### src/design/assert_macros.svh
// assertion helpers used by sra_back
`ifndef ASSERT_MACROS_SVH
`define ASSERT_MACROS_SVH

// condition holds at every edge out of reset
`define SRA_ASSERT(lbl, clk, rst_n, cond, msg) \
  lbl: assert property (@(posedge clk) disable iff (!rst_n) (cond)) else $error(msg);

// same-cycle implication
`define SRA_ASSERT_IMPL(lbl, clk, rst_n, ante, cons, msg) \
  lbl: assert property (@(posedge clk) disable iff (!rst_n) (ante) |-> (cons)) \
    else $error(msg);

// next-cycle implication
`define SRA_ASSERT_NEXT(lbl, clk, rst_n, ante, cons, msg) \
  lbl: assert property (@(posedge clk) disable iff (!rst_n) (ante) |=> (cons)) \
    else $error(msg);

`endif

### src/design/sra_pkg.sv
package sra_pkg;

  localparam int SUM_W  = 48;
  localparam int PROD_W = 32;

  localparam logic signed [SUM_W-1:0] SUM_MAX = 48'sh7FFF_FFFF_FFFF;
  localparam logic signed [SUM_W-1:0] SUM_MIN = 48'sh8000_0000_0000;

  // command queue between front and back
  localparam int QUEUE_DEPTH = 4;
  localparam int QPTR_W      = $clog2(QUEUE_DEPTH);

  // result queue on the output side
  localparam int OUT_DEPTH = 2;
  localparam int OPTR_W    = $clog2(OUT_DEPTH);

  // configuration register indexes
  localparam int CFG_IDX_W = 2;
  localparam logic [CFG_IDX_W-1:0] CFG_COUNT_ONLY   = 2'd0;
  localparam logic [CFG_IDX_W-1:0] CFG_ORDERED_SCAN = 2'd1;

  typedef enum logic [1:0] {
    CMD_ACC,
    CMD_DROP,
    CMD_FLUSH
  } cmd_e;

  typedef enum logic [2:0] {
    B_RUN,
    B_COUNT,
    B_SCAN_RD,
    B_SCAN_EV,
    B_ORD_RD,
    B_ORD_ADR,
    B_ORD_EV,
    B_FINAL
  } back_state_e;

  // pos holds the window offset of an accumulate, the row base of a flush
  typedef struct packed {
    cmd_e                     cmd;
    logic [15:0]              pos;
    logic [6:0]               span;
    logic signed [PROD_W-1:0] prod;
  } item_t;

  typedef struct packed {
    logic [15:0]             column;
    logic signed [SUM_W-1:0] value;
    logic [6:0]              count;
    logic                    present;
    logic                    ovf;
    logic                    last;
  } res_t;

  typedef struct packed {
    logic count_only;
    logic ordered_scan;
  } cfg_t;

endpackage

### src/design/sra_out_fifo.sv
module sra_out_fifo import sra_pkg::*; (
  input  logic clk_i,
  input  logic rst_ni,
  input  logic push_i,
  input  res_t data_i,
  output logic full_o,
  input  logic pop_i,
  output logic empty_o,
  output res_t head_o
);

  res_t              mem [OUT_DEPTH];
  logic [OPTR_W-1:0] wr_ptr_q, rd_ptr_q;
  logic [OPTR_W:0]   cnt_q, cnt_d;
  logic              push_ok, pop_ok;

  assign full_o  = (cnt_q == (OPTR_W+1)'(OUT_DEPTH));
  assign empty_o = (cnt_q == '0);
  assign head_o  = mem[rd_ptr_q];
  assign push_ok = push_i && !full_o;
  assign pop_ok  = pop_i && !empty_o;
  assign cnt_d   = cnt_q + (OPTR_W+1)'(push_ok) - (OPTR_W+1)'(pop_ok);

  always_ff @(posedge clk_i or negedge rst_ni) begin
    if (!rst_ni) begin
      wr_ptr_q <= '0;
      rd_ptr_q <= '0;
      cnt_q    <= '0;
    end else begin
      if (push_ok) begin
        wr_ptr_q <= wr_ptr_q + OPTR_W'(1);
      end
      if (pop_ok) begin
        rd_ptr_q <= rd_ptr_q + OPTR_W'(1);
      end
      cnt_q <= cnt_d;
    end
  end

  always_ff @(posedge clk_i) begin
    if (push_ok) begin
      mem[wr_ptr_q] <= data_i;
    end
  end

endmodule

### config.mk
export PLATFORM = sky130hd
export DESIGN_NAME = sra_out_fifo
export DESIGN_NICKNAME = d
export VERILOG_FILES = /design/src/design/assert_macros.svh /design/src/design/sra_pkg.sv /design/src/design/sra_out_fifo.sv
export SDC_FILE = /design/constraint.sdc
export NUM_CORES = 1
export LEC_CHECK = 0
export BUFFER_PORTS_ARGS = -buffer_cell sky130_fd_sc_hd__buf_2
export CELL_PAD_IN_SITES_DETAIL_PLACEMENT = 1
export CELL_PAD_IN_SITES_GLOBAL_PLACEMENT = 1
export CORE_AREA = 2 2 123 125
export DETAILED_ROUTE_END_ITERATION = 12
export DIE_AREA = 0 0 125 127
export HOLD_SLACK_MARGIN = 0.12
export PLACE_DENSITY = 0.78
export SETUP_SLACK_MARGIN = 0.15
export SYNTH_ARGS = -nofsm -noshare
export SYNTH_HDL_FRONTEND = slang
export SYNTH_SLANG_ARGS = --single-unit
### constraint.sdc
create_clock -name clk_i -period 4.15 [get_ports clk_i]
set_input_delay 0.415 -clock clk_i [delete_from_list [all_inputs] [get_ports clk_i]]
set_output_delay 0.415 -clock clk_i [all_outputs]
set_load 0.01 [all_outputs]
======== Word-level counts from Yosys, hierarchy flattened ========
Memories as Yosys holds them, arrays and structs flattened.
Cells that the tools add are included.
operators by class
  add/sub/neg operators ................... 4
  $mul .................................... 0
  div/mod/pow operators ................... 0
  magnitude comparators ................... 0
  equality and inequality tests ........... 1
  shift operators ......................... 0
  multiplexer cells ....................... 2
  bitwise operators ....................... 0
  reductions and logical operators ........ 5
operator list
  kind                                         count
  1-bit adder, second input constant           2
  2-bit by 1-bit adder with 2-bit output       1
  2-bit == test, second input constant         1
  1-bit logical AND                            2
  1-bit logical NOT                            2
  2-bit logical NOT                            1
  1-bit 2-to-1 mux                             2
  2-bit by 1-bit subtractor with 2-bit output  1
storage, ports and cells
  register bits after elaboration ......... 4
  bits in latches ......................... 0
  memory bits (writable) .................. 148
  ROM bits ................................ 0
  bits of input ports ..................... 78
  output and inout bits ................... 76
  word-level logic and storage cells ...... 16
  memories ................................ 1
memories
  memory  words  width  rd ports  clocked after Yosys merged registers in  wr ports  RTL line            RTL
  mem     2      74     1         0                                        1         sra_out_fifo.sv:12  res_t mem [OUT_DEPTH];

======== Longest topological paths before layout ========
  depth in word-level cells ............... 5
  depth in mapped cells ................... 7
  depth with buffers taken out ............ 7

======== Worst setup path after synthesis ========
OpenSTA, ideal clock, no wires.
  path type ............................... register to register
  from .................................... register cnt_q[1]
  to ...................................... memory mem[0][0] (netlist name), enable pin
  setup time .............................. 507 ps
  arrival time ............................ 3,685 ps
  setup slack ............................. -41 ps
  cell stages (with the launch flop) ...... 4
  path through ............................ dfrtp_1 > nand2b_1 > nand2_1 > nor2_1
on the way
  longest elaborated chain between the ends .. 5
ends and longest elaborated chain
  what                                    RTL line            RTL
  start: declaration                      sra_out_fifo.sv:14  logic [OPTR_W:0] cnt_q, cnt_d;
  start signal: assignment                sra_out_fifo.sv:36  cnt_q <= cnt_d;
  2-bit == test                           sra_out_fifo.sv:17  assign full_o = (cnt_q == (OPTR_W+1)'(OUT_DEPTH));
  1-bit logical NOT                       sra_out_fifo.sv:20  assign push_ok = push_i && !full_o;
  1-bit logical AND                       sra_out_fifo.sv:20
  1-bit 2-to-1 mux                        sra_out_fifo.sv:41  if (push_ok) begin
  1-bit 2-to-1 mux (not written as such)  sra_out_fifo.sv:42  mem[wr_ptr_q] <= data_i;
  end: declaration                        sra_out_fifo.sv:12
Every way passes these cells.

==> impl_metrics.ini <==
[clocking]
cts_tree = built
post_cts.resized_instances = 0
postCtsHoldBufs = 1
cts_max_path_buffers = 2
root_buffer = sky130_fd_sc_hd__clkbuf_16
worstSkewPairLatency_ns = 0.42
clock-sinks = 152
postCtsSetupBuffers = 0
numCtsBuffers = 17
cts_htree_levels = 4
clk_pin_slew_worst_paths_ns = 0.06

[die]
design.core.area_um2 = 14420
initial_utilization_pct = 39.80
num_io_pins = 154
rows = 44
fp.dieH_um = 127
fp.dieArea_um2 = 15880
dieWidth_um = 125

[worst_setup_path]
crit-reg2reg-capture = mem[0][24]$_DFFE_PP_
r2r_setup_slack_ns = 2.10
critical_path.top_delay_family = buffers and inverters
startpoint_type = flop
slowest_stage_delay_on_critical_path_ns = 0.44
timing.critical_path.buf_inv = 2
worst-endpoint-required_ns = 3.73
critical_path_class = flop to primary output
cpMaxStageDelayCell = sky130_fd_sc_hd__dfrtp_4
critical_path.max_fanout = 73
rr_worst_depth = 4
cp-end-kind = primary output
critical_path.reg2reg.startpoint = cnt_q[1]$_DFF_PN0_
critPathArrivalTime_ns = 1.88
timing.critical_path.cells = buf_12, mux2_2, buf_2

[route]
via_per_inst = 4.670
drc = 0
routed-via-count = 2858
detail_route.wirelength_mm = 10.63
dr.pass1.iters = 4
detailedRoute.firstIterationViolations = 105
wire_per_inst_um = 17.36
route.antenna.remaining_nets = 0

[synth]
netlist_area_um2 = 5741
synth_warnings = 0
sequential_share_of_the_synthesized_area_pct = 79.16
syn_nets = 328
synthCells = 248
synthesis.area_per_instance_um2 = 23.15
ys_seq_elements = 152
synth.lib_cells_used.distinct = 15

[power]
vdd_drop_max_v = 0.0005243
static-leakage-power_nw = 2.886
post-layout-total-power_mw = 5.326
power.density_cell_area_nw_per_um2 = 730.1

[sta]
setup_viol = 0
hold_violations = 0
period_share_pct = 55.24
number_of_pins_with_negative_max_slew_slack_in_the_final_report = 0
max_clock_freq_mhz = 436.2
worst_hold_slack_ns = 0.1769
rsz0062_at_grt = no
timing.final.crit_period_ns = 2.293
tns_ns = 0
clock-skew-final_ns = 0.01264
post-route-worst-setup-slack_ns = 1.857
worstMarginPinSlew_ns = 1.055
slew-limit-headroom_pct = 29.69

[place]
dp_slack_ns = 2.077
detailed_place_hpwl_mm = 6.794
placement.cell_area_um2 = 6703
place.port_buffers = 153
place_congestion = 0.7097
placedCellCount = 579

[hold_path]
worst_hold_path_type = input pin to flop
holdCritStartpoint = data_i[54]
timing.hold.worst_path_depth = 1
hold_ep = mem[1][54]$_DFFE_PP_

[global_route]
use_met1_pct = 15.00
use_met3_pct = 5.946
gr-max-usage-layer = met2
globalRouteOverflowTotal = 0
use_met2_pct = 23.95
track_usage_pct = 13.86
grt_pass1_vias = 3097
grt_start_max_net_pins = 75
grt_antenna_before_repair = 0
grt_pass1_wl_mm = 16.39

[layout]
post-route-util_pct = 50.58
post_route_cell_area_um2 = 7296
stdcell_count = 612
antenna_cells = 0
fillcell_total = 1386
layout.nets = 495
fraction_of_final_layout_cells_sized_beyond_drive_strength_1_pct = 60.75
areaGrowthSynthToFinish_pct = 27.09

[outcome]
outcome = finished clean

[job]
timing.max_cap.violations = 0
state kept, by name, summed over array words and instances, names as in the netlist:
register / cells
wr_ptr_q: 1
rd_ptr_q: 1
mem: 148
cnt_q: 2
how the worst max path moves through the flow:
stage / to / depth (start not counted) / startpoint
floorplan: mem[0][0]$_DFFE_PP_ / 3 / cnt_q[1]$_DFF_PN0_
global placement: mem[0][61]$_DFFE_PP_ / 4 / cnt_q[1]$_DFF_PN0_
detailed placement: mem[0][25]$_DFFE_PP_ / 4 / cnt_q[0]$_DFF_PN0_
CTS: head_o[68] / 3 / rd_ptr_q$_DFFE_PN0P_
global route: head_o[69] / 3 / rd_ptr_q$_DFFE_PN0P_
finish: head_o[68] / 3 / rd_ptr_q$_DFFE_PN0P_
worst register-to-register path, stage by stage, from the launching register on:
cell and delay [ns]:
sky130_fd_sc_hd__dfrtp_1 0.41, sky130_fd_sc_hd__nand2b_1 0.13, sky130_fd_sc_hd__nand2_1 0.15, sky130_fd_sc_hd__nor2_4 0.15
sky130_fd_sc_hd__buf_4 0.79
cell usage after synthesis, drive strengths merged:
cell type	n	area, µm²
and3	1	6.260
buf	8	77.57
dfrtp	4	100.1
edfxtp	148	4444
ha	2	25.02
inv	2	7.510
mux2	74	1021
nand2	1	3.750
nand2b	1	6.260
nor2	2	7.510
nor2b	1	6.260
xnor2	3	26.28
xor2	1	8.760
logic make-up after synthesis:
family	Yosys count	share of synthesized area, %
and+or+nand+nor	6	0.5233
adders and majority gates	2	0.4359
muxes	74	17.79
DFF	152	79.16
buffers and inverters	10	1.482
xor gates and xnor gates	4	0.6104
metal layers:
layer	wire, µm	vias to the layer above
met1	4109	1419
met5	0	-
met3	723	15
li1	-	1315
met4	158	0
met2	5635	109
cell type report:
class	instances	area [µm²]	share of cell area (%)
sequential	152	4548	62.34
inverter	2	7.507	0.1029
clock buffer	17	425.4	5.831
tap	184	230.2	3.156
timing repair buffer	156	803.3	11.01
multi-input combinational	86	1124	15.40
clock inverter	15	157.7	2.161
power by group:
group | switching, mW | leakage, nW | internal [mW]
combinational | 0.823 | 1.18 | 0.779
clock | 0.582 | 0.283 | 0.934
sequential | 0.0957 | 1.42 | 2.11
total | 1.50 | 2.89 | 3.83
placed cells by master (no fill, tap or decap), types with 2 or more instances in the layout:
| cell type | instances |
|---|---|
| sky130_fd_sc_hd__buf_2 | 153 |
| sky130_fd_sc_hd__bufinv_16 | 3 |
| sky130_fd_sc_hd__clkbuf_16 | 17 |
| sky130_fd_sc_hd__clkinv_1 | 4 |
| sky130_fd_sc_hd__clkinv_2 | 4 |
| sky130_fd_sc_hd__clkinvlp_4 | 2 |
| sky130_fd_sc_hd__dfrtp_1 | 3 |
| sky130_fd_sc_hd__edfxtp_1 | 148 |
| sky130_fd_sc_hd__ha_1 | 2 |
| sky130_fd_sc_hd__inv_1 | 2 |
| sky130_fd_sc_hd__inv_6 | 2 |
| sky130_fd_sc_hd__mux2_2 | 24 |
| sky130_fd_sc_hd__mux2_4 | 50 |
| sky130_fd_sc_hd__xnor2_1 | 3 |
Power figures use the tool's default switching activity.
