===== config.mk =====
export PLATFORM = sky130hd
export DESIGN_NAME = sra_front
export DESIGN_NICKNAME = d
export VERILOG_FILES = /design/src/design/assert_macros.svh /design/src/design/sra_pkg.sv /design/src/design/sra_front.sv
export SDC_FILE = /design/constraint.sdc
export NUM_CORES = 1
export LEC_CHECK = 0
export BUFFER_PORTS_ARGS = -buffer_cell sky130_fd_sc_hd__buf_2
export CORE_UTILIZATION = 67
export CTS_CLUSTER_SIZE = 20
export DETAILED_ROUTE_END_ITERATION = 12
export GPL_ROUTABILITY_DRIVEN = 0
export HOLD_SLACK_MARGIN = 0.06
export MAX_ROUTING_LAYER = met4
export PLACE_DENSITY = 0.87
export SLEW_MARGIN = 20
export SYNTH_ARGS = -nofsm -noshare
export SYNTH_HDL_FRONTEND = slang
export SYNTH_SLANG_ARGS = --single-unit

===== constraint.sdc =====
create_clock -name clk_i -period 4.4 [get_ports clk_i]
set_input_delay 0 -clock clk_i [delete_from_list [all_inputs] [get_ports clk_i]]
set_output_delay 0 -clock clk_i [all_outputs]
set_load 0.005 [all_outputs]

===== src/design/assert_macros.svh =====
// assertion helpers used by sra_back
`ifndef ASSERT_MACROS_SVH
`define ASSERT_MACROS_SVH

// condition holds at every edge out of reset
`define SRA_ASSERT(lbl, clk, rst_n, cond, msg) \
  lbl: assert property (@(posedge clk) disable iff (!rst_n) (cond)) else $error(msg);

// same-cycle implication
`define SRA_ASSERT_IMPL(lbl, clk, rst_n, ante, cons, msg) \
  lbl: assert property (@(posedge clk) disable iff (!rst_n) (ante) |-> (cons)) \
    else $error(msg);

// next-cycle implication
`define SRA_ASSERT_NEXT(lbl, clk, rst_n, ante, cons, msg) \
  lbl: assert property (@(posedge clk) disable iff (!rst_n) (ante) |=> (cons)) \
    else $error(msg);

`endif


===== src/design/sra_pkg.sv =====
package sra_pkg;

  localparam int SUM_W  = 48;
  localparam int PROD_W = 32;

  localparam logic signed [SUM_W-1:0] SUM_MAX = 48'sh7FFF_FFFF_FFFF;
  localparam logic signed [SUM_W-1:0] SUM_MIN = 48'sh8000_0000_0000;

  // command queue between front and back
  localparam int QUEUE_DEPTH = 4;
  localparam int QPTR_W      = $clog2(QUEUE_DEPTH);

  // result queue on the output side
  localparam int OUT_DEPTH = 2;
  localparam int OPTR_W    = $clog2(OUT_DEPTH);

  // configuration register indexes
  localparam int CFG_IDX_W = 2;
  localparam logic [CFG_IDX_W-1:0] CFG_COUNT_ONLY   = 2'd0;
  localparam logic [CFG_IDX_W-1:0] CFG_ORDERED_SCAN = 2'd1;

  typedef enum logic [1:0] {
    CMD_ACC,
    CMD_DROP,
    CMD_FLUSH
  } cmd_e;

  typedef enum logic [2:0] {
    B_RUN,
    B_COUNT,
    B_SCAN_RD,
    B_SCAN_EV,
    B_ORD_RD,
    B_ORD_ADR,
    B_ORD_EV,
    B_FINAL
  } back_state_e;

  // pos holds the window offset of an accumulate, the row base of a flush
  typedef struct packed {
    cmd_e                     cmd;
    logic [15:0]              pos;
    logic [6:0]               span;
    logic signed [PROD_W-1:0] prod;
  } item_t;

  typedef struct packed {
    logic [15:0]             column;
    logic signed [SUM_W-1:0] value;
    logic [6:0]              count;
    logic                    present;
    logic                    ovf;
    logic                    last;
  } res_t;

  typedef struct packed {
    logic count_only;
    logic ordered_scan;
  } cfg_t;

endpackage


===== src/design/sra_front.sv =====
module sra_front import sra_pkg::*; #(
  parameter int WINDOW_DEPTH = 64
) (
  input  logic               clk_i,
  input  logic               rst_ni,
  input  logic               push_i,
  output logic               full_o,
  input  logic               action_i,
  input  logic [15:0]        column_i,
  input  logic [15:0]        row_min_i,
  input  logic [6:0]         row_span_i,
  input  logic signed [15:0] left_value_i,
  input  logic signed [15:0] right_value_i,
  output item_t              head_o,
  output logic               head_valid_o,
  input  logic               pop_i
);

  logic [16:0]        diff;
  logic               in_win;
  logic signed [PROD_W-1:0] prod;
  item_t              item;

  item_t              q_mem [QUEUE_DEPTH];
  logic [QPTR_W-1:0]  wr_ptr_q, wr_ptr_d;
  logic [QPTR_W-1:0]  rd_ptr_q, rd_ptr_d;
  logic [QPTR_W:0]    cnt_q, cnt_d;
  logic               push_ok, pop_ok;

  // borrow out means column below the window base
  assign diff   = {1'b0, column_i} - {1'b0, row_min_i};
  assign in_win = !diff[16] && (diff[15:0] < 16'(WINDOW_DEPTH));
  assign prod   = PROD_W'(left_value_i) * PROD_W'(right_value_i);

  always_comb begin
    item.span = row_span_i;
    item.prod = prod;
    if (action_i) begin
      item.cmd = CMD_FLUSH;
      item.pos = row_min_i;
    end else begin
      item.cmd = in_win ? CMD_ACC : CMD_DROP;
      item.pos = diff[15:0];
    end
  end

  assign full_o       = (cnt_q == (QPTR_W+1)'(QUEUE_DEPTH));
  assign head_valid_o = (cnt_q != '0);
  assign head_o       = q_mem[rd_ptr_q];
  assign push_ok      = push_i && !full_o;
  assign pop_ok       = pop_i && head_valid_o;

  always_comb begin
    wr_ptr_d = push_ok ? wr_ptr_q + QPTR_W'(1) : wr_ptr_q;
    rd_ptr_d = pop_ok ? rd_ptr_q + QPTR_W'(1) : rd_ptr_q;
    cnt_d    = cnt_q + (QPTR_W+1)'(push_ok) - (QPTR_W+1)'(pop_ok);
  end

  always_ff @(posedge clk_i or negedge rst_ni) begin
    if (!rst_ni) begin
      wr_ptr_q <= '0;
      rd_ptr_q <= '0;
      cnt_q    <= '0;
    end else begin
      wr_ptr_q <= wr_ptr_d;
      rd_ptr_q <= rd_ptr_d;
      cnt_q    <= cnt_d;
    end
  end

  always_ff @(posedge clk_i) begin
    if (push_ok) begin
      q_mem[wr_ptr_q] <= item;
    end
  end

endmodule


=== Word-level counts from Yosys, hierarchy flattened ===
Memories as Yosys holds them, arrays and structs flattened.
Index checks and enable logic that the tools add are counted.

* Bits in writable memories: 228
* Memories kept: 1
* Flip-flop bits (word level): 7

{| class="wikitable"
|+ Memories
! memory !! words !! width !! rd ports !! clocked after Yosys merged registers in !! write ports !! RTL line !! source
|-
| q_mem || 4 || 57 || 1 || 0 || 1 || sra_front.sv:24 || <nowiki>item_t q_mem [QUEUE_DEPTH];</nowiki>
|}

* Reductions and logical operators: 6
* Order comparisons: 1
* Equality and inequality tests: 1
* Add/subtract/negate cells: 5
* Muxes and demuxes: 4
* $mul: 1

{| class="wikitable"
|+ Operators with widths
! kind !! number
|-
| $mul A16 B16 Y32 || 1
|-
| $mux W18 || 1
|-
| $sub A16 B16 Y17 || 1
|-
| $lt A16 B7 Y1 const B || 1
|-
| $add A2 B1 Y2 const B || 2
|-
| $add A3 B1 Y3 || 1
|-
| $eq A3 B3 Y1 const B || 1
|-
| $logic_and A1 B1 Y1 || 3
|-
| $mux W1 || 3
|-
| $reduce_bool A3 Y1 || 1
|-
| $sub A3 B1 Y3 || 1
|-
| $logic_not A1 Y1 || 2
|}

=== Longest topological paths before layout ===
Gate-level depths: netlist (run 1).

* Depth after elaboration: 5
* Depth in mapped cells: 23
* Depth with buffers taken out: 22

=== Least setup slack after synthesis (run 1) ===
OpenSTA, ideal clock, no wires.

* Path kind: input port to flip-flop
* From: input port left_value_i[15]
* To: memory q_mem[0][31] in the netlist's numbering (data pin)
* Arrival time: 5.264 ns
* Buffers on the path: 2
* Setup slack: -1.137 ns
* Stages on the path: 20
* Data required time: 4.126 ns
* Path through: clkbuf_1 nand2_1 inv_1 fa_1 fa_1 fa_1 fa_1 fa_1 inv_1 fa_1 inv_1 ha_1 clkbuf_1 a21o_1 a21oi_1 o21ai_0 a21oi_2 o21ai_1 a21oi_2 xnor2_1

{| class="wikitable"
|+ RTL lines
! element !! RTL line !! source
|-
| from (decl) || sra_front.sv:12 || <nowiki>input logic signed [15:0] left_value_i,</nowiki>
|-
| to (decl) || sra_front.sv:24 ||
|}

==> results of run 1 <==
worst paths after layout:
| check | slack, ns | endpoint | depth (start not counted) |
|---|---|---|---|
| setup / recovery | -0.72 | q_mem[0][25] | 21 |
| min in group asynchronous | 0.47 | cnt_q[0] | 3 |
| max in group asynchronous | 3.64 | rd_ptr_q[0] | 3 |
| hold reg to reg | 0.54 | cnt_q[0] | 1 |
| hold / removal | 0.1 | q_mem[1][56] | 1 |
| setup reg to reg | 1.76 | q_mem[2][18] | 4 |
stage by stage:
| stage | cells | utilization (%) |
|---|---|---|
| after floorplan | 1553 | - |
| after global placement | 2175 | 77.4 |
| after detailed placement | 2175 | 77.4 |
| after CTS | 2242 | 82.0 |
| after global routing | 2252 | 83.2 |
| final | 2252 | 83.2 |
cells in the mapped netlist (all sizes together), types with 3 or more instances:
master,n
inv,312
fa,264
edfxtp,228
nand2,151
and2,128
ha,104
mux4,57
clkbuf,44
xnor2,42
o21ai,39
a21oi,36
nor2,31
a21o,11
xor2,11
o21a,9
a211oi,8
nand2b,8
nand3,8
dfrtp,7
buf,6
o211ai,5
nor2b,4
nor3,4
o21bai,4
o311ai,3
state kept, by name, summed over array words and instances (netlist names):
signal and cells:
cnt_q 3, q_mem 228, rd_ptr_q 2, wr_ptr_q 2
worst register-to-register path, cell delays in order (launching register included):
cell and delay, ns:
dfrtp_1 0.40, nor3b_1 0.16, nor2b_1 0.46, and2_2 0.87, buf_4 0.42
area by class of cell:
type	instances	area, um^2	area share (%)
clock buffers	27	558	2.39
flip-flops and latches	235	7030	30.1
clock inverters	9	97.6	0.418
repair buffers	335	2400	10.3
multi-input cells	956	11600	49.8
well taps	378	473	2.02
inverters	312	1170	5.01
what timing repair did:
| action | 4_1_cts | 5_1_grt |
|---|---|---|
| pin swaps | 44 | 16 |
| gates resized for setup | 82 | 68 |
| hold buffers | 27 | 0 |
| setup buffers | 6 | 12 |
| gates cloned | 1 | 0 |
| setup endpoints to repair | 80 | 88 |
| endpoints found under the hold margin | 103 | 0 |
logic make-up after synthesis:
kind of cell | after synthesis | share of synthesized area, %
multiplexers | 59 | 6.76
AO/OA/AOI/OAI | 130 | 4.52
XOR/XNOR | 53 | 2.40
AND/OR/NAND/NOR | 346 | 8.87
adder cells (fa/ha/maj) | 368 | 34.1
flip-flops | 235 | 36.3
buffers and inverters | 362 | 7.04
metal layers:
| layer | GRT usage (%) | wire length [um] | up-vias |
|---|---|---|---|
| met1 | 41.8 | 18700 | 6688 |
| li1 | - | - | 5661 |
| met3 | 4.42 | 3830 | 127 |
| met2 | 58.4 | 25200 | 794 |
| met4 | 7.85 | 1360 | 0 |
| met5 | - | 0 | - |
==> metrics.cfg, run 1 <==
[outcome]
outcome = finished with violations
violations = negative setup slack

[synth]
synth_area_leaders = edfxtp_1 (35%), fa_1 (27%), ha_1 (6.7%)
synth_top_area_share_pct = 35.4
yosysUniqueCellTypes = 54
syn_area_um2 = 19300
synthCells = 1553
async_flop_share_pct = 2.98
synthesis.nets = 1997
yosysTopAreaCell = edfxtp_1
ys_ff_latch = 235
avgSynthCellArea_um2 = 12.4
synth_flop_cell = edfxtp_1
synth-edff-count = 228
yosys_warnings = 0
ys_seq_area_share_pct = 36.3

[setup_path]
crit_family = adder cells
slowest_delay_ns = 0.54
startpoint = left_value_i[5]
startpoint_type = primary input
cp-end-kind = flop
crit_chain = buf_4 -> and2_4 -> fa_1 -> inv_1 -> fa_1 -> inv_1 -> fa_1 -> fa_1 -> fa_1 -> inv_1 -> fa_2 -> inv_2 -> ha_4 -> a21o_1 -> a211o_1 -> o311ai_2 -> a22oi_2 -> a21oi_2 -> o21bai_1 -> a21oi_2 -> xnor2_2
path_class = primary input to flop
r2r_start = cnt_q[2]
required_ns = 4.62
critPathBufInv = 5
cp_data_arrival_time_ns = 5.35
slowest_stage = fa_1
cpMostUsedCell = fa_1
path_max_fanout = 6

[global_routing]
grt_start_max_net_pins = 49
antenna_found_initial = 0
track_usage_pct = 33.4
grt_pass1_wl_um = 72400
grt_overflow = 0
grt_pass1_vias = 14000

[sta]
tns_ns = -38.37
rsz0062_at_grt = yes
holdWs_ns = 0.0987
finalHoldViolations = 0
max-slew-margin-rel_pct = 37.4
drv_slew = 0
fin_crit_ns = 5.12
fin_worst_skew_ns = 0.0159
timing.final.crit_share_pct = 116
layout_setup_ws_ns = -0.724
tightest_slew_ns = 0.939
setup_viol = 76
clock.fmax_mhz = 195

[route]
routed_wl_um = 49000
drtIter0Drc = 1211
dr.pass1.iters = 8
avgRoutedWirePerCell_um = 21.8
viasPerCell = 5.89
ant_nets = 0
vias = 13300
drc = 0

[floorplanning]
core_area_um2 = 28100
start_util_pct = 68.8
ioPinCount = 135
fp.dieW_um = 172
die_h_um = 172
die_area_um2 = 29500
num_rows = 61

[clock_network]
numClockSinks = 235
cts_made_buffers = 20
clk_latency_ns = 0.49
clk_pin_slew_ns = 0.07
cts_tree = done
cts_htree_levels = 1
clockBufferDepth = 3
cts_root_buf = clkbuf_16

[final_layout]
diodes = 0
nNetsFinal = 2304
layout_common_cells = inv_1 (297), fa_1 (254), edfxtp_1 (228), buf_4 (165), nand2_1 (138)
fill_cells = 1344
design_area_um2 = 23400
layout_commonest_cell = inv_1
drive_gt1_share_pct = 28.9
areaGrowthSynthToFinish_pct = 20.9

[job]
drv_cap = 0

[place]
place_ws_ns = -1.22
hpwl_um = 32900
port_buffers = 134
place_area_um2 = 21700

[hold_path]
holdCritPathClass = primary input to flop
worstHoldStart = action_i

Power of run 1 is not shown: default switching activity piles up to over one toggle a cycle in this logic, so the estimate is an artifact.
==> run 2: changes to the inputs <==
--- a/config.mk
+++ b/config.mk
@@ -5,7 +5,7 @@
 export SDC_FILE = /design/constraint.sdc
 export NUM_CORES = 1
 export LEC_CHECK = 0
-export BUFFER_PORTS_ARGS = -buffer_cell sky130_fd_sc_hd__buf_2
+export BUFFER_PORTS_ARGS = -buffer_cell sky130_fd_sc_hd__buf_4
 export CORE_UTILIZATION = 67
 export CTS_CLUSTER_SIZE = 20
 export DETAILED_ROUTE_END_ITERATION = 12
==> run 2 against run 1 <==
  * The run still ends with negative setup slack left
  * Critical path depth unchanged
  * Via count increased by 7.2%
  * Design area increased by 2.8%
  * Cell count increased by 0.80%
  * Register-to-register slack got worse by 0.08 ns
  * Global-route usage increased by 3.9 points
  * Utilization increased by 2.4 points
==> metrics.cfg, run 2 (synthesis gave the netlist of run 1 again) <==
[sta]
max-slew-margin-rel_pct = 34.6
finalHoldViolations = 0
layout_setup_ws_ns = -1.04
tns_ns = -52.53
rsz0062_at_grt = yes
fin_worst_skew_ns = 0.00778
fin_crit_ns = 5.44
setup_viol = 88
clock.fmax_mhz = 184
timing.final.crit_share_pct = 124
tightest_slew_ns = 0.982
drv_slew = 0

[floorplanning]
die_h_um = 172
num_rows = 61
die_area_um2 = 29500
start_util_pct = 68.8
ioPinCount = 135
fp.dieW_um = 172
core_area_um2 = 28100

[hold_path]
whs_path_depth = 3
holdCritPathClass = primary input to flop

[setup_path]
r2r_cells = 4
crit_chain = buf_4 -> and2_4 -> fa_1 -> inv_1 -> fa_2 -> fa_2 -> inv_1 -> fa_2 -> fa_1 -> inv_2 -> fa_2 -> inv_2 -> ha_4 -> a21o_1 -> a211o_1 -> o311ai_2 -> a22oi_2 -> a21oi_2 -> o21ai_2 -> a21oi_2 -> xnor2_2
startpoint_type = primary input
slowest_delay_ns = 0.58
required_ns = 4.62
cp-end-kind = flop
path_class = primary input to flop
cp_data_arrival_time_ns = 5.67
path_max_fanout = 5
cpMostUsedCell = fa_2
slowest_stage = fa_1

[final_layout]
layout_commonest_cell = inv_1
fin_cells = 2270
nNetsFinal = 2321
layout_common_cells = inv_1 (293), buf_4 (282), fa_1 (249), edfxtp_1 (228), nand2_1 (136)
reg.largest.list = q_mem: 228 flops, cnt_q: 3 flops
largest_reg_flops = 228
fill_cells = 1163
drive_gt1_share_pct = 30.9
areaGrowthSynthToFinish_pct = 24.3
utilization_pct = 85.5
largest-register = q_mem

[route]
dr.pass1.iters = 7
avgRoutedWirePerCell_um = 25.4
vias = 14200
drtIter0Drc = 1734
viasPerCell = 6.27
ant_nets = 0
drc = 0
routed_wl_um = 57700

[global_routing]
grt_start_max_net_pins = 44
antenna_found_initial = 0
grt_overflow = 0
track_usage_pct = 37.3
grt_pass1_vias = 14900
grt_pass1_wl_um = 79600

[clock_network]
cts_tree = done
cts_htree_levels = 1
clockBufferDepth = 3
clk_latency_ns = 0.49
cts_made_buffers = 20
numClockSinks = 235
clk_pin_slew_ns = 0.07
cts_root_buf = clkbuf_16

[outcome]
violations = negative setup slack
outcome = finished with violations

[place]
port_buffers = 134
place_ws_ns = -1.30
dp_cells = 2183
hpwl_um = 33800

[job]
drv_cap = 0

-- run 2: cell count changes in the layout (fill, tap and decap cells not counted), sizes merged --
cell / previous run / this run
buf: 306 / 324
clkbuf: 29 / 24
clkinv: 5 / 9
clkinvlp: 2 / 0
diode: 0 / 1
dlygate4sd3: 27 / 28
inv: 312 / 313
-- run 2: timing repair --
action / in CTS / in global routing
endpoints found under the hold margin: 106 / 0
setup endpoints to repair: 80 / 92
hold buffers: 28 / 0
buffers inserted: 20 / 9
pin swaps: 71 / 44
resized for setup: 114 / 68
-- run 2: area by class of cell --
cell class                      count  area, um^2  share of cell area (%)
Antenna cell                        1        2.50                  0.0104
Clock buffer                       24         547                    2.28
Clock inverter                     12         125                   0.521
Inverter                          312        1170                    4.87
Multi-Input combinational cell    956       11800                    49.0
Sequential cell                   235        7030                    29.2
Tap cell                          378         473                    1.97
Timing Repair Buffer              352        2910                    12.1
-- run 2: per-stage QoR --
| step | instance area [um^2] | hold WS (ns) |
|---|---|---|
| 3_3_place_gp | 22100 | -0.184 |
| 4_1_cts | 23700 | 0.173 |
| 3_5_place_dp | 22100 | -0.184 |
| 5_1_grt | 24000 | 0.207 |
| 2_1_floorplan | 19700 | -0.296 |
| 6_report | 24000 | 0.196 |
-- run 2: final timing paths --
check / to / slack, ns / startpoint
max in group asynchronous: rd_ptr_q[0] / 3.64 / rst_ni
min: q_mem[0][0] / 0.20 / right_value_i[0]
max: q_mem[0][31] / -1.04 / left_value_i[10]
min in group asynchronous: wr_ptr_q[0] / 0.49 / rst_ni
max reg2reg: q_mem[0][19] / 1.68 / cnt_q[2]
min reg2reg: cnt_q[0] / 0.55 / cnt_q[0]
-- run 2: critical path, delay by kind of cell --
family | cells | cell delay [ns]
buffers and inverters | 5 | 0.42
adders and majority gates | 7 | 3.27
AOI/OAI and AO/OA | 7 | 1.68
xor gates and xnor gates | 1 | 0.15
and+or+nand+nor | 1 | 0.14
-- run 2: per-layer routing --
| metal | vias up | track usage (%) | part of all wire [%] |
|---|---|---|---|
| li1 | 5691 | - | - |
| met1 | 7008 | 44.7 | 34 |
| met2 | 1196 | 64.6 | 50 |
| met3 | 334 | 5.13 | 9.8 |
| met4 | 0 | 14.4 | 6.3 |
| met5 | - | - | 0 |
Power of run 2 is left out for the same reason.
