<file path="src/design/assert_macros.svh">
// assertion helpers used by sra_back
`ifndef ASSERT_MACROS_SVH
`define ASSERT_MACROS_SVH

// condition holds at every edge out of reset
`define SRA_ASSERT(lbl, clk, rst_n, cond, msg) \
  lbl: assert property (@(posedge clk) disable iff (!rst_n) (cond)) else $error(msg);

// same-cycle implication
`define SRA_ASSERT_IMPL(lbl, clk, rst_n, ante, cons, msg) \
  lbl: assert property (@(posedge clk) disable iff (!rst_n) (ante) |-> (cons)) \
    else $error(msg);

// next-cycle implication
`define SRA_ASSERT_NEXT(lbl, clk, rst_n, ante, cons, msg) \
  lbl: assert property (@(posedge clk) disable iff (!rst_n) (ante) |=> (cons)) \
    else $error(msg);

`endif

</file>
<file path="src/design/sra_pkg.sv">
package sra_pkg;

  localparam int SUM_W  = 48;
  localparam int PROD_W = 32;

  localparam logic signed [SUM_W-1:0] SUM_MAX = 48'sh7FFF_FFFF_FFFF;
  localparam logic signed [SUM_W-1:0] SUM_MIN = 48'sh8000_0000_0000;

  // command queue between front and back
  localparam int QUEUE_DEPTH = 4;
  localparam int QPTR_W      = $clog2(QUEUE_DEPTH);

  // result queue on the output side
  localparam int OUT_DEPTH = 2;
  localparam int OPTR_W    = $clog2(OUT_DEPTH);

  // configuration register indexes
  localparam int CFG_IDX_W = 2;
  localparam logic [CFG_IDX_W-1:0] CFG_COUNT_ONLY   = 2'd0;
  localparam logic [CFG_IDX_W-1:0] CFG_ORDERED_SCAN = 2'd1;

  typedef enum logic [1:0] {
    CMD_ACC,
    CMD_DROP,
    CMD_FLUSH
  } cmd_e;

  typedef enum logic [2:0] {
    B_RUN,
    B_COUNT,
    B_SCAN_RD,
    B_SCAN_EV,
    B_ORD_RD,
    B_ORD_ADR,
    B_ORD_EV,
    B_FINAL
  } back_state_e;

  // pos holds the window offset of an accumulate, the row base of a flush
  typedef struct packed {
    cmd_e                     cmd;
    logic [15:0]              pos;
    logic [6:0]               span;
    logic signed [PROD_W-1:0] prod;
  } item_t;

  typedef struct packed {
    logic [15:0]             column;
    logic signed [SUM_W-1:0] value;
    logic [6:0]              count;
    logic                    present;
    logic                    ovf;
    logic                    last;
  } res_t;

  typedef struct packed {
    logic count_only;
    logic ordered_scan;
  } cfg_t;

endpackage

</file>
<file path="src/design/sra_back.sv">
`include "assert_macros.svh"

module sra_back import sra_pkg::*; #(
  parameter int WINDOW_DEPTH = 64
) (
  input  logic  clk_i,
  input  logic  rst_ni,
  input  cfg_t  cfg_i,
  input  item_t head_i,
  input  logic  head_valid_i,
  output logic  pop_o,
  output logic  res_push_o,
  output res_t  res_o,
  input  logic  res_full_i
);

  localparam int OFF_W = $clog2(WINDOW_DEPTH);
  localparam int CNT_W = $clog2(WINDOW_DEPTH + 1);

  back_state_e state_q, state_d;

  // accumulate write-back stage
  logic                     acc_v_q;
  logic [OFF_W-1:0]         acc_off_q;
  logic signed [PROD_W-1:0] acc_prod_q;
  logic                     fwd_v_q;
  logic [OFF_W-1:0]         fwd_off_q;
  logic signed [SUM_W-1:0]  fwd_sum_q;

  logic [WINDOW_DEPTH-1:0]  valid_q;
  logic [CNT_W-1:0]         touch_cnt_q;
  logic                     ovf_q;

  logic signed [SUM_W-1:0]  sum_mem [WINDOW_DEPTH];
  logic signed [SUM_W-1:0]  sum_rd_q;
  logic [OFF_W-1:0]         touch_mem [WINDOW_DEPTH];
  logic [OFF_W-1:0]         touch_rd_q;

  // flush walk
  logic [15:0]              base_q;
  logic [CNT_W-1:0]         span_q;
  logic [CNT_W-1:0]         idx_q;
  logic [CNT_W-1:0]         n_q;
  logic                     pend_v_q;
  res_t                     pend_q;
  logic [OFF_W-1:0]         emit_off_q;

  logic                     sum_rd_en;
  logic [OFF_W-1:0]         sum_rd_addr;
  logic                     touch_rd_en;
  logic                     start_acc, start_drop, start_flush;
  logic                     idx_inc, cnt_inc, pend_load, emit_off_load, clear_win;

  logic signed [SUM_W-1:0]  old_sum;
  logic signed [SUM_W:0]    acc_wide;
  logic signed [SUM_W-1:0]  new_sum;
  logic                     first_touch;
  logic [CNT_W-1:0]         span_clip;
  logic [OFF_W-1:0]         off_sel;
  logic                     cand;
  logic                     emit_stall;
  res_t                     cand_res;
  res_t                     final_res;

  // ---------------- accumulate datapath ----------------
  always_comb begin
    if (!valid_q[acc_off_q]) begin
      old_sum = '0;
    end else if (fwd_v_q && (fwd_off_q == acc_off_q)) begin
      old_sum = fwd_sum_q;
    end else begin
      old_sum = sum_rd_q;
    end
    acc_wide = (SUM_W+1)'(old_sum) + (SUM_W+1)'(acc_prod_q);
    if (acc_wide[SUM_W] != acc_wide[SUM_W-1]) begin
      new_sum = acc_wide[SUM_W] ? SUM_MIN : SUM_MAX;
    end else begin
      new_sum = acc_wide[SUM_W-1:0];
    end
  end

  assign first_touch = acc_v_q && !valid_q[acc_off_q];

  assign span_clip = (head_i.span > 7'(WINDOW_DEPTH)) ? CNT_W'(WINDOW_DEPTH)
                                                      : CNT_W'(head_i.span);

  // ---------------- flush candidate ----------------
  always_comb begin
    off_sel = (state_q == B_ORD_EV) ? emit_off_q : idx_q[OFF_W-1:0];
    if (state_q == B_ORD_EV) begin
      cand = 1'b1;
    end else begin
      cand = valid_q[idx_q[OFF_W-1:0]] && (sum_rd_q != '0);
    end
    emit_stall = cand && pend_v_q && res_full_i;

    cand_res.column  = base_q + 16'(off_sel);
    cand_res.value   = sum_rd_q;
    cand_res.count   = '0;
    cand_res.present = 1'b1;
    cand_res.ovf     = ovf_q;
    cand_res.last    = 1'b0;

    if (cfg_i.count_only) begin
      final_res.column  = '0;
      final_res.value   = '0;
      final_res.count   = cfg_i.ordered_scan ? 7'(n_q) : 7'(touch_cnt_q);
      final_res.present = 1'b0;
    end else if (pend_v_q) begin
      final_res.column  = pend_q.column;
      final_res.value   = pend_q.value;
      final_res.count   = 7'(n_q);
      final_res.present = 1'b1;
    end else begin
      final_res.column  = '0;
      final_res.value   = '0;
      final_res.count   = '0;
      final_res.present = 1'b0;
    end
    final_res.ovf  = ovf_q;
    final_res.last = 1'b1;
  end

  // ---------------- next state ----------------
  always_comb begin
    state_d = state_q;
    unique case (state_q)
      B_RUN: begin
        if (head_valid_i && (head_i.cmd == CMD_FLUSH)) begin
          priority if (cfg_i.count_only && cfg_i.ordered_scan) begin
            state_d = B_COUNT;
          end else if (cfg_i.count_only) begin
            state_d = B_FINAL;
          end else if (cfg_i.ordered_scan) begin
            state_d = B_SCAN_RD;
          end else begin
            state_d = B_ORD_RD;
          end
        end
      end
      B_COUNT:   state_d = (idx_q == span_q) ? B_FINAL : B_COUNT;
      B_SCAN_RD: state_d = (idx_q == span_q) ? B_FINAL : B_SCAN_EV;
      B_SCAN_EV: state_d = emit_stall ? B_SCAN_EV : B_SCAN_RD;
      B_ORD_RD:  state_d = (idx_q == touch_cnt_q) ? B_FINAL : B_ORD_ADR;
      B_ORD_ADR: state_d = B_ORD_EV;
      B_ORD_EV:  state_d = emit_stall ? B_ORD_EV : B_ORD_RD;
      B_FINAL:   state_d = res_full_i ? B_FINAL : B_RUN;
      default:   state_d = B_RUN;
    endcase
  end

  // ---------------- control outputs ----------------
  always_comb begin
    pop_o         = 1'b0;
    start_acc     = 1'b0;
    start_drop    = 1'b0;
    start_flush   = 1'b0;
    sum_rd_en     = 1'b0;
    sum_rd_addr   = idx_q[OFF_W-1:0];
    touch_rd_en   = 1'b0;
    idx_inc       = 1'b0;
    cnt_inc       = 1'b0;
    pend_load     = 1'b0;
    emit_off_load = 1'b0;
    clear_win     = 1'b0;
    res_push_o    = 1'b0;
    res_o         = pend_q;
    unique case (state_q)
      B_RUN: begin
        if (head_valid_i) begin
          pop_o = 1'b1;
          unique case (head_i.cmd)
            CMD_ACC: begin
              start_acc   = 1'b1;
              sum_rd_en   = 1'b1;
              sum_rd_addr = head_i.pos[OFF_W-1:0];
            end
            CMD_DROP:  start_drop  = 1'b1;
            CMD_FLUSH: start_flush = 1'b1;
            default:   start_drop  = 1'b0;
          endcase
        end
      end
      B_COUNT: begin
        if (idx_q != span_q) begin
          idx_inc = 1'b1;
          cnt_inc = valid_q[idx_q[OFF_W-1:0]];
        end
      end
      B_SCAN_RD: begin
        sum_rd_en = (idx_q != span_q);
      end
      B_ORD_RD: begin
        touch_rd_en = (idx_q != touch_cnt_q);
      end
      B_ORD_ADR: begin
        sum_rd_en     = 1'b1;
        sum_rd_addr   = touch_rd_q;
        emit_off_load = 1'b1;
      end
      B_SCAN_EV, B_ORD_EV: begin
        if (!emit_stall) begin
          idx_inc = 1'b1;
          if (cand) begin
            // the held entry goes out once a later one is known
            res_push_o = pend_v_q;
            pend_load  = 1'b1;
            cnt_inc    = 1'b1;
          end
        end
      end
      B_FINAL: begin
        if (!res_full_i) begin
          res_push_o = 1'b1;
          res_o      = final_res;
          clear_win  = 1'b1;
        end
      end
      default: pop_o = 1'b0;
    endcase
  end

  // ---------------- control registers ----------------
  always_ff @(posedge clk_i or negedge rst_ni) begin
    if (!rst_ni) begin
      state_q     <= B_RUN;
      acc_v_q     <= 1'b0;
      fwd_v_q     <= 1'b0;
      valid_q     <= '0;
      touch_cnt_q <= '0;
      ovf_q       <= 1'b0;
      idx_q       <= '0;
      n_q         <= '0;
      pend_v_q    <= 1'b0;
    end else begin
      state_q <= state_d;
      acc_v_q <= start_acc;
      fwd_v_q <= acc_v_q;
      if (clear_win) begin
        valid_q     <= '0;
        touch_cnt_q <= '0;
        ovf_q       <= 1'b0;
      end else begin
        if (acc_v_q) begin
          valid_q[acc_off_q] <= 1'b1;
        end
        if (first_touch && (touch_cnt_q < CNT_W'(WINDOW_DEPTH))) begin
          touch_cnt_q <= touch_cnt_q + CNT_W'(1);
        end
        if (start_drop) begin
          ovf_q <= 1'b1;
        end
      end
      if (start_flush) begin
        idx_q    <= '0;
        n_q      <= '0;
        pend_v_q <= 1'b0;
      end else begin
        if (idx_inc) begin
          idx_q <= idx_q + CNT_W'(1);
        end
        if (cnt_inc) begin
          n_q <= n_q + CNT_W'(1);
        end
        if (pend_load) begin
          pend_v_q <= 1'b1;
        end
      end
    end
  end

  // ---------------- payload registers ----------------
  always_ff @(posedge clk_i) begin
    if (start_acc) begin
      acc_off_q  <= head_i.pos[OFF_W-1:0];
      acc_prod_q <= head_i.prod;
    end
    fwd_off_q <= acc_off_q;
    fwd_sum_q <= new_sum;
    if (start_flush) begin
      base_q <= head_i.pos;
      span_q <= span_clip;
    end
    if (pend_load) begin
      pend_q <= cand_res;
    end
    if (emit_off_load) begin
      emit_off_q <= touch_rd_q;
    end
  end

  // sum store: one read and one write port
  always_ff @(posedge clk_i) begin
    if (acc_v_q) begin
      sum_mem[acc_off_q] <= new_sum;
    end
    if (sum_rd_en) begin
      sum_rd_q <= sum_mem[sum_rd_addr];
    end
  end

  // first-touch order store
  always_ff @(posedge clk_i) begin
    if (first_touch && (touch_cnt_q < CNT_W'(WINDOW_DEPTH))) begin
      touch_mem[touch_cnt_q[OFF_W-1:0]] <= acc_off_q;
    end
    if (touch_rd_en) begin
      touch_rd_q <= touch_mem[idx_q[OFF_W-1:0]];
    end
  end

  `SRA_ASSERT(a_touch_bound, clk_i, rst_ni, touch_cnt_q <= CNT_W'(WINDOW_DEPTH), "touch count past window")
  `SRA_ASSERT_IMPL(a_no_pop_in_flush, clk_i, rst_ni, state_q != B_RUN, !pop_o, "request taken during flush")
  `SRA_ASSERT_IMPL(a_push_has_room, clk_i, rst_ni, res_push_o, !res_full_i, "result pushed into full queue")
  `SRA_ASSERT_NEXT(a_flush_drains_acc, clk_i, rst_ni, state_q != B_RUN, !acc_v_q, "accumulate in flight during flush")

endmodule

</file>
<file path="config.mk">
export PLATFORM = sky130hd
export DESIGN_NAME = sra_back
export DESIGN_NICKNAME = d
export VERILOG_FILES = /design/src/design/sra_pkg.sv /design/src/design/sra_back.sv
export VERILOG_INCLUDE_DIRS = /design/src /design/src/design
export SDC_FILE = /design/constraint.sdc
export NUM_CORES = 2
export LEC_CHECK = 0
export ABC_AREA = 1
export BUFFER_PORTS_ARGS = -buffer_cell sky130_fd_sc_hd__buf_2
export CORE_UTILIZATION = 45
export DETAILED_ROUTE_END_ITERATION = 10
export PLACE_DENSITY_LB_ADDON = 0.05
export REMOVE_ABC_BUFFERS = 1
export SYNTH_ARGS = -nofsm -noshare
export SYNTH_HDL_FRONTEND = slang
export SYNTH_SLANG_ARGS = --single-unit
</file>
<file path="constraint.sdc">
create_clock -name clk_i -period 9.9 [get_ports clk_i]
set_clock_uncertainty 0.1 [all_clocks]
set_input_delay 1.485 -clock clk_i [delete_from_list [all_inputs] [get_ports clk_i]]
set_output_delay 1.485 -clock clk_i [all_outputs]
set_load 0.01 [all_outputs]
</file>
* Word level (Yosys, flattened, before mapping)
Memory sizes are Yosys's and may differ from the RTL's. A register that Yosys moved wholly into a read port is not among the register bits.
Index checks and enable logic that the tools add are counted.
** Storage, ports and cells
- Bits in read-only memories :: 0
- Memories kept :: 2
- Logic and storage cells :: 142
- Bits in writable memories :: 3456
- Input bits :: 63
- Bits in latches :: 0
- Output and inout bits :: 76
- Register bits after elaboration :: 278
** Cells by class
- Equality and inequality tests :: 16
- $lt $le $gt $ge :: 5
- Add/subtract/negate cells :: 5
- Muxes and demuxes :: 74
- Bitwise logic cells :: 1
- Div/mod/pow operators :: 0
- Reduce and logical (&&, ||, !) cells :: 20
- $mul :: 0
- Shifts and indexed selects :: 0
** Memory list
- sum_mem :: depth 64, bits a word 48, rd ports 1, clocked after memory_dff 1, write ports 1, line sra_back.sv:34 : logic signed [SUM_W-1:0] sum_mem [WINDOW_DEPTH];
- touch_mem :: depth 64, bits a word 6, rd ports 1, clocked after memory_dff 1, write ports 1, line sra_back.sv:36 : logic [OFF_W-1:0] touch_mem [WINDOW_DEPTH];
** Operators with widths (number)
- 48-bit 2-to-1 mux :: 4
- 74-bit 2-to-1 mux :: 2
- 72-bit 2-to-1 mux :: 2
- 64-bit 2-to-1 mux :: 2
- 64-bit OR :: 1
- 48-bit by 32-bit adder with 49-bit output :: 1
- 7-bit 2-to-1 mux :: 7
- 48-bit nonzero test :: 1
- 1-bit 2-to-1 mux :: 36
- 3-bit case mux with 8 select lines :: 1
- 7-bit by 1-bit adder with 7-bit output (second input constant) :: 3
- 3-bit 2-to-1 mux :: 7
- 6-bit 2-to-1 mux :: 3
- 16-bit by 6-bit adder with 16-bit output :: 1
- 7-bit equality test :: 2
- 6-bit by 7-bit less-than comparator with 1-bit output (second input constant) :: 2
- 7-bit != test :: 2
- 1-bit binary-select mux with 6-bit select :: 2
- 3-bit equality test (second input constant) :: 4
- 6-bit case mux with 2 select lines :: 1
- 2-bit nonzero test :: 6
- 1-bit logical AND :: 9
- 7-bit greater-than comparator (second input constant) :: 1
- 7-bit less-than comparator (second input constant) :: 1
- 16 further kinds :: 20

* Logic depth before layout (Yosys ltp)
- Depth after elaboration :: 10
- Depth in mapped cells :: 30
- Gate-level depth less buffers :: 29

* Least setup slack after synthesis
Ideal clock, no wire load.
- Kind :: reg-to-reg
- Start :: reg acc_off_q[2]
- End :: mem sum_mem[0][10] (data pin)
- Data arrival time :: 7.071 ns
- Data required time :: 9.091 ns
- Setup time :: 0.709 ns
- Buffers on the path :: 2
- Setup slack :: 2.020 ns
- Clock period less this slack :: 7.880 ns
- Cell stages (with the launch flop) :: 25
- Path through :: edfxtp_1 nand3_1 o22ai_1 a21oi_1 o2111ai_1 nand2_1 nand2_1 nor2_1 and2_1 buf_2 a21oi_1 ha_1 inv_1 fa_1 o21ai_1 nand3_1 nand3_1 a21oi_1 nand2b_1 nand3_1 nand2_1 nand2_1 nor2_1 clkbuf_1 o21ai_0
** On the way
- Word-level cells in the longest chain between the ends :: 7
- Elaborated cells on any way between the ends :: 10
- Those cells by class :: add/sub: 1; eq/ne: 2; mux: 6; reduce/logical: 1
** Ends and longest elaborated chain
- from (decl) :: line sra_back.sv:24 : logic [OFF_W-1:0] acc_off_q;
- from (signal assigned) :: line sra_back.sv:275 : acc_off_q <= head_i.pos[OFF_W-1:0];
- branches (longest 3 deep; another with 1-bit binary-select mux with 6-bit select)
- 48-bit 2-to-1 mux * :: line sra_back.sv:67 : if (!valid_q[acc_off_q]) begin
- 48-bit by 32-bit adder with 49-bit output * :: line sra_back.sv:74 : acc_wide = (SUM_W+1)'(old_sum) + (SUM_W+1)'(acc_prod_q);
- 48-bit 2-to-1 mux or 1-bit != test (tied branches) :: line sra_back.sv:76, sra_back.sv:75
- 48-bit 2-to-1 mux * :: line sra_back.sv:75 : if (acc_wide[SUM_W] != acc_wide[SUM_W-1]) begin
- via new_sum[10] :: line sra_back.sv:56 : logic signed [SUM_W-1:0] new_sum;
- to (decl) :: line sra_back.sv:34
Mark *: on every way through the listed nets, which the timed path passes. The select of a mux whose other input is x is not followed.

* Final worst setup path
- Start :: reg acc_off_q[5]
- End :: mem sum_mem[59][38] (data pin)
Same word-level chain as after synthesis.

==> qor.yml <==
global_route:
  antenna_found_initial: 53
  gr-total-overflow: 0
  grt_start_max_net_pins: 255
  grt_pass1_wl_um: 772000
  grt_pass1_vias: 99500
  grt.total_usage: 0.307
final_layout:
  nets: 13400
  fin_cells: 18200
  fill_cells: 30400
  layout_commonest_cell: "edfxtp_1"
  syn2layout_area_growth_pct: 12.2
  stdcell_area_sq_um: 178000
  utilization: 0.509
  ff_latch_area_sq_um: 113000
  multiInputGateArea_sq_um: 36600
  layout_common_cells: "edfxtp_1 (3642), nand2_1 (2121), inv_1 (1785)"
  drive_gt1_frac: 0.0851
critical_path:
  crit_slowest_cell: "nand2_2"
  cp_max_fo: 70
  cp_slowest_stage_delay_ns: 0.71
  path_buf_inv: 4
  worstPathRequired_ns: 10.22
  worst_setup_path_end_kind: "flip-flop"
  criticalPathCategory: "flip-flop to flip-flop"
  cp-start-kind: "flip-flop"
  critical_path_arrival_ns: 8.02
  crit_chain: "buf_4 > inv_1 > a2111oi_2 > buf_4 > nand2_2 > nand2_1 > a21oi_1 > ha_1 > a21oi_1 > o21ai_1 > nand3_1 > nand3_1 > a21oi_1 > nand2b_1 > nand3_1 > nand2_1 > nand2_1 > nand2_4 > buf_4 > nand2_2"
  crit_family: "simple AND/OR/NAND/NOR gates"
clock_tree:
  clock_sinks: 3788
  clockBufferDepth: 4
  clk_pin_slew_ns: 0.06
  cts_hold_buf: 0
  post_cts_buffers: 0
  cts_tree: "built"
  htreeDepth: 5
  numCtsBuffers: 409
  clock_latency_ns: 0.99
  clockRootBuffer: "clkbuf_16"
  cts_repair_resize_count: 0
route:
  wl_met3_um: 42600
  routed_wl_um: 555000
  firstDrtPassIters: 6
  wl_per_cell_um: 30.4
  wl_met1_um: 234000
  topRoutingLayerUsed: "met5"
  num_vias: 107000
  drt_iter0_markers: 12500
  ant_nets: 0
  via_per_inst: 5.86
  drc_errors: 0
  dr_wl_met2_um: 257000
die:
  die_x_um: 596
  die-area_sq_um: 355000
  core_area_sq_um: 350000
  die_y_um: 596
  num_io_pins: 139
  rows: 217
  start_util: 0.454
timing:
  slew_violations: 0
  setup_viol: 0
  worst_pin_slew_ns: 1.49
  max_freq_mhz: 130
  hold_viol: 0
  post-route-period-util: 0.778
  setup_ws_ns: 2.20
  rsz0062_at_grt: "no"
  relSlewSlack: 0.00657
  finalCriticalPeriod_ns: 7.70
power:
  max-vdd-ir-drop_mv: 0.302
  p_leak_nw: 64.2
  p_per_area_nw_per_um2: 324
place:
  dp_hpwl_um: 296000
  place_ws_ns: 2.40
  port_buffers: 138
  gp_congestion: 0.883
  dp_cells: 17500
  place_area_sq_um: 165000
logic_synthesis:
  yosysTopAreaCellShare: 0.688
  synth_edf_count: 3642
  synth-async-reset-ratio: 0.0243
  synth.area.top_cells: "edfxtp_1 (69%), o211ai_1 (6.9%), nand3_1 (5.1%), nand2_1 (5.1%), inv_1 (4.2%)"
  ys.flop_type: "edfxtp_1"
  synth_top_area_cell: "edfxtp_1"
  syn_area_sq_um: 159000
  ys_warn_count: 0
  synth_cell_type_count: 55
  synth_area_per_cell_sq_um: 12.0
  ys_ff_latch: 3788
  seq_area_frac_synth: 0.710
  syn_inst: 13300
job:
  cap_violations: 1
worst_hold_path:
  worstHoldPathType: "flip-flop to flip-flop"
status:
  status: "finished, violations left"
  violations: "capacitance limit"
## worst paths after layout
kind	from	end	slack, ns	cells past startpoint
setup / recovery	acc_off_q[5]	sum_mem[59][38]	2.20	20
hold / removal	acc_v_q	fwd_v_q	0.29	0
setup reg to reg	acc_off_q[5]	sum_mem[59][38]	2.20	20
hold reg to reg	acc_v_q	fwd_v_q	0.29	0
max in group asynchronous	rst_ni	idx_q[0]	7.99	2
min in group asynchronous	rst_ni	ovf_q	0.33	1
## logic make-up (layout without fill, tap and decap cells)
| logic type | count (synthesis) | count (layout) | synth area share |
|---|---|---|---|
| buffers and inverters | 2629 | 2996 | 0.0650 |
| XOR/XNOR | 81 | 81 | 0.00447 |
| adder cells (fa/ha/maj) | 61 | 61 | 0.00490 |
| other | 0 | 16 | 0 |
| AO/OA/AOI/OAI | 2142 | 2142 | 0.0933 |
| AND/OR/NAND/NOR | 4549 | 4549 | 0.122 |
| flip-flops | 3788 | 3788 | 0.710 |
## metrics by stage
step | TNS (ns) | power [mW] | hold WS [ns]
after floorplan | -9858.23 | 34.0 | 0.261
after global placement | 0 | 42.7 | 0.273
after detailed placement | 0 | 42.9 | 0.272
after CTS | 0 | 57.9 | 0.266
after global routing | 0 | 60.5 | 0.293
final | 0 | 57.8 | 0.286
## flip-flops by register name, indices dropped and copies added, names as in the netlist
name and flops:
sum_mem 3072, touch_mem 384, pend_q 65, valid_q 64
fwd_sum_q 48, sum_rd_q 48, acc_prod_q 32, base_q 16
idx_q 7, n_q 7, span_q 7, touch_cnt_q 7
acc_off_q 6, emit_off_q 6, fwd_off_q 6, touch_rd_q 6
state_q 3, acc_v_q 1, fwd_v_q 1, ovf_q 1
pend_v_q 1
## report_power, final
| part | leakage (nW) | total [mW] | switching [mW] | internal (mW) |
|---|---|---|---|---|
| Clock | 6.38 | 15.0 | 6.44 | 8.61 |
| Combinational | 23.4 | 20.6 | 15.4 | 5.14 |
| Sequential | 34.4 | 22.2 | 0.817 | 21.4 |
| Total | 64.2 | 57.8 | 22.7 | 35.2 |
## synthesized netlist by cell type (all sizes together), types with 10 or more instances
master and instances:
a21o 11, a21oi 132, a22oi 10, a31oi 10, buf 355, clkbuf 462
dfrtp 92, dfxtp 54, edfxtp 3642, ha 59, inv 1807, nand2 2143
nand3 1640, nand4 42, nor2 682, nor3 22, nor4 14, o211ai 1464
o21ai 369, o221ai 40, o22ai 71, xnor2 31, xor2 50
## worst reg2reg max path: cells and delay by family (launching register included)
kind	cells	cell delay (ns)
simple gates	10	2.80
fa+ha+maj	1	0.36
compound gates	5	1.64
buf+inv	4	1.91
flops	1	0.33
## final cells by class
cell class / instances / area share
Clock buffer: 547 / 0.0623
Sequential cell: 3788 / 0.632
Multi-Input combinational cell: 6833 / 0.205
Tap cell: 4599 / 0.0323
Clock inverter: 209 / 0.0108
Timing Repair Buffer: 428 / 0.0182
Inverter: 1812 / 0.0384
Antenna cell: 16 / 0.000225
## per-layer routing
layer / vias to the layer above / GRT usage
met3: 968 / 0.0440
met2: 4611 / 0.491
met4: 12 / 0.106
met5: - / 0
li1: 47300 / -
met1: 54000 / 0.430
Note: power is estimated with default switching activity, not from simulation.
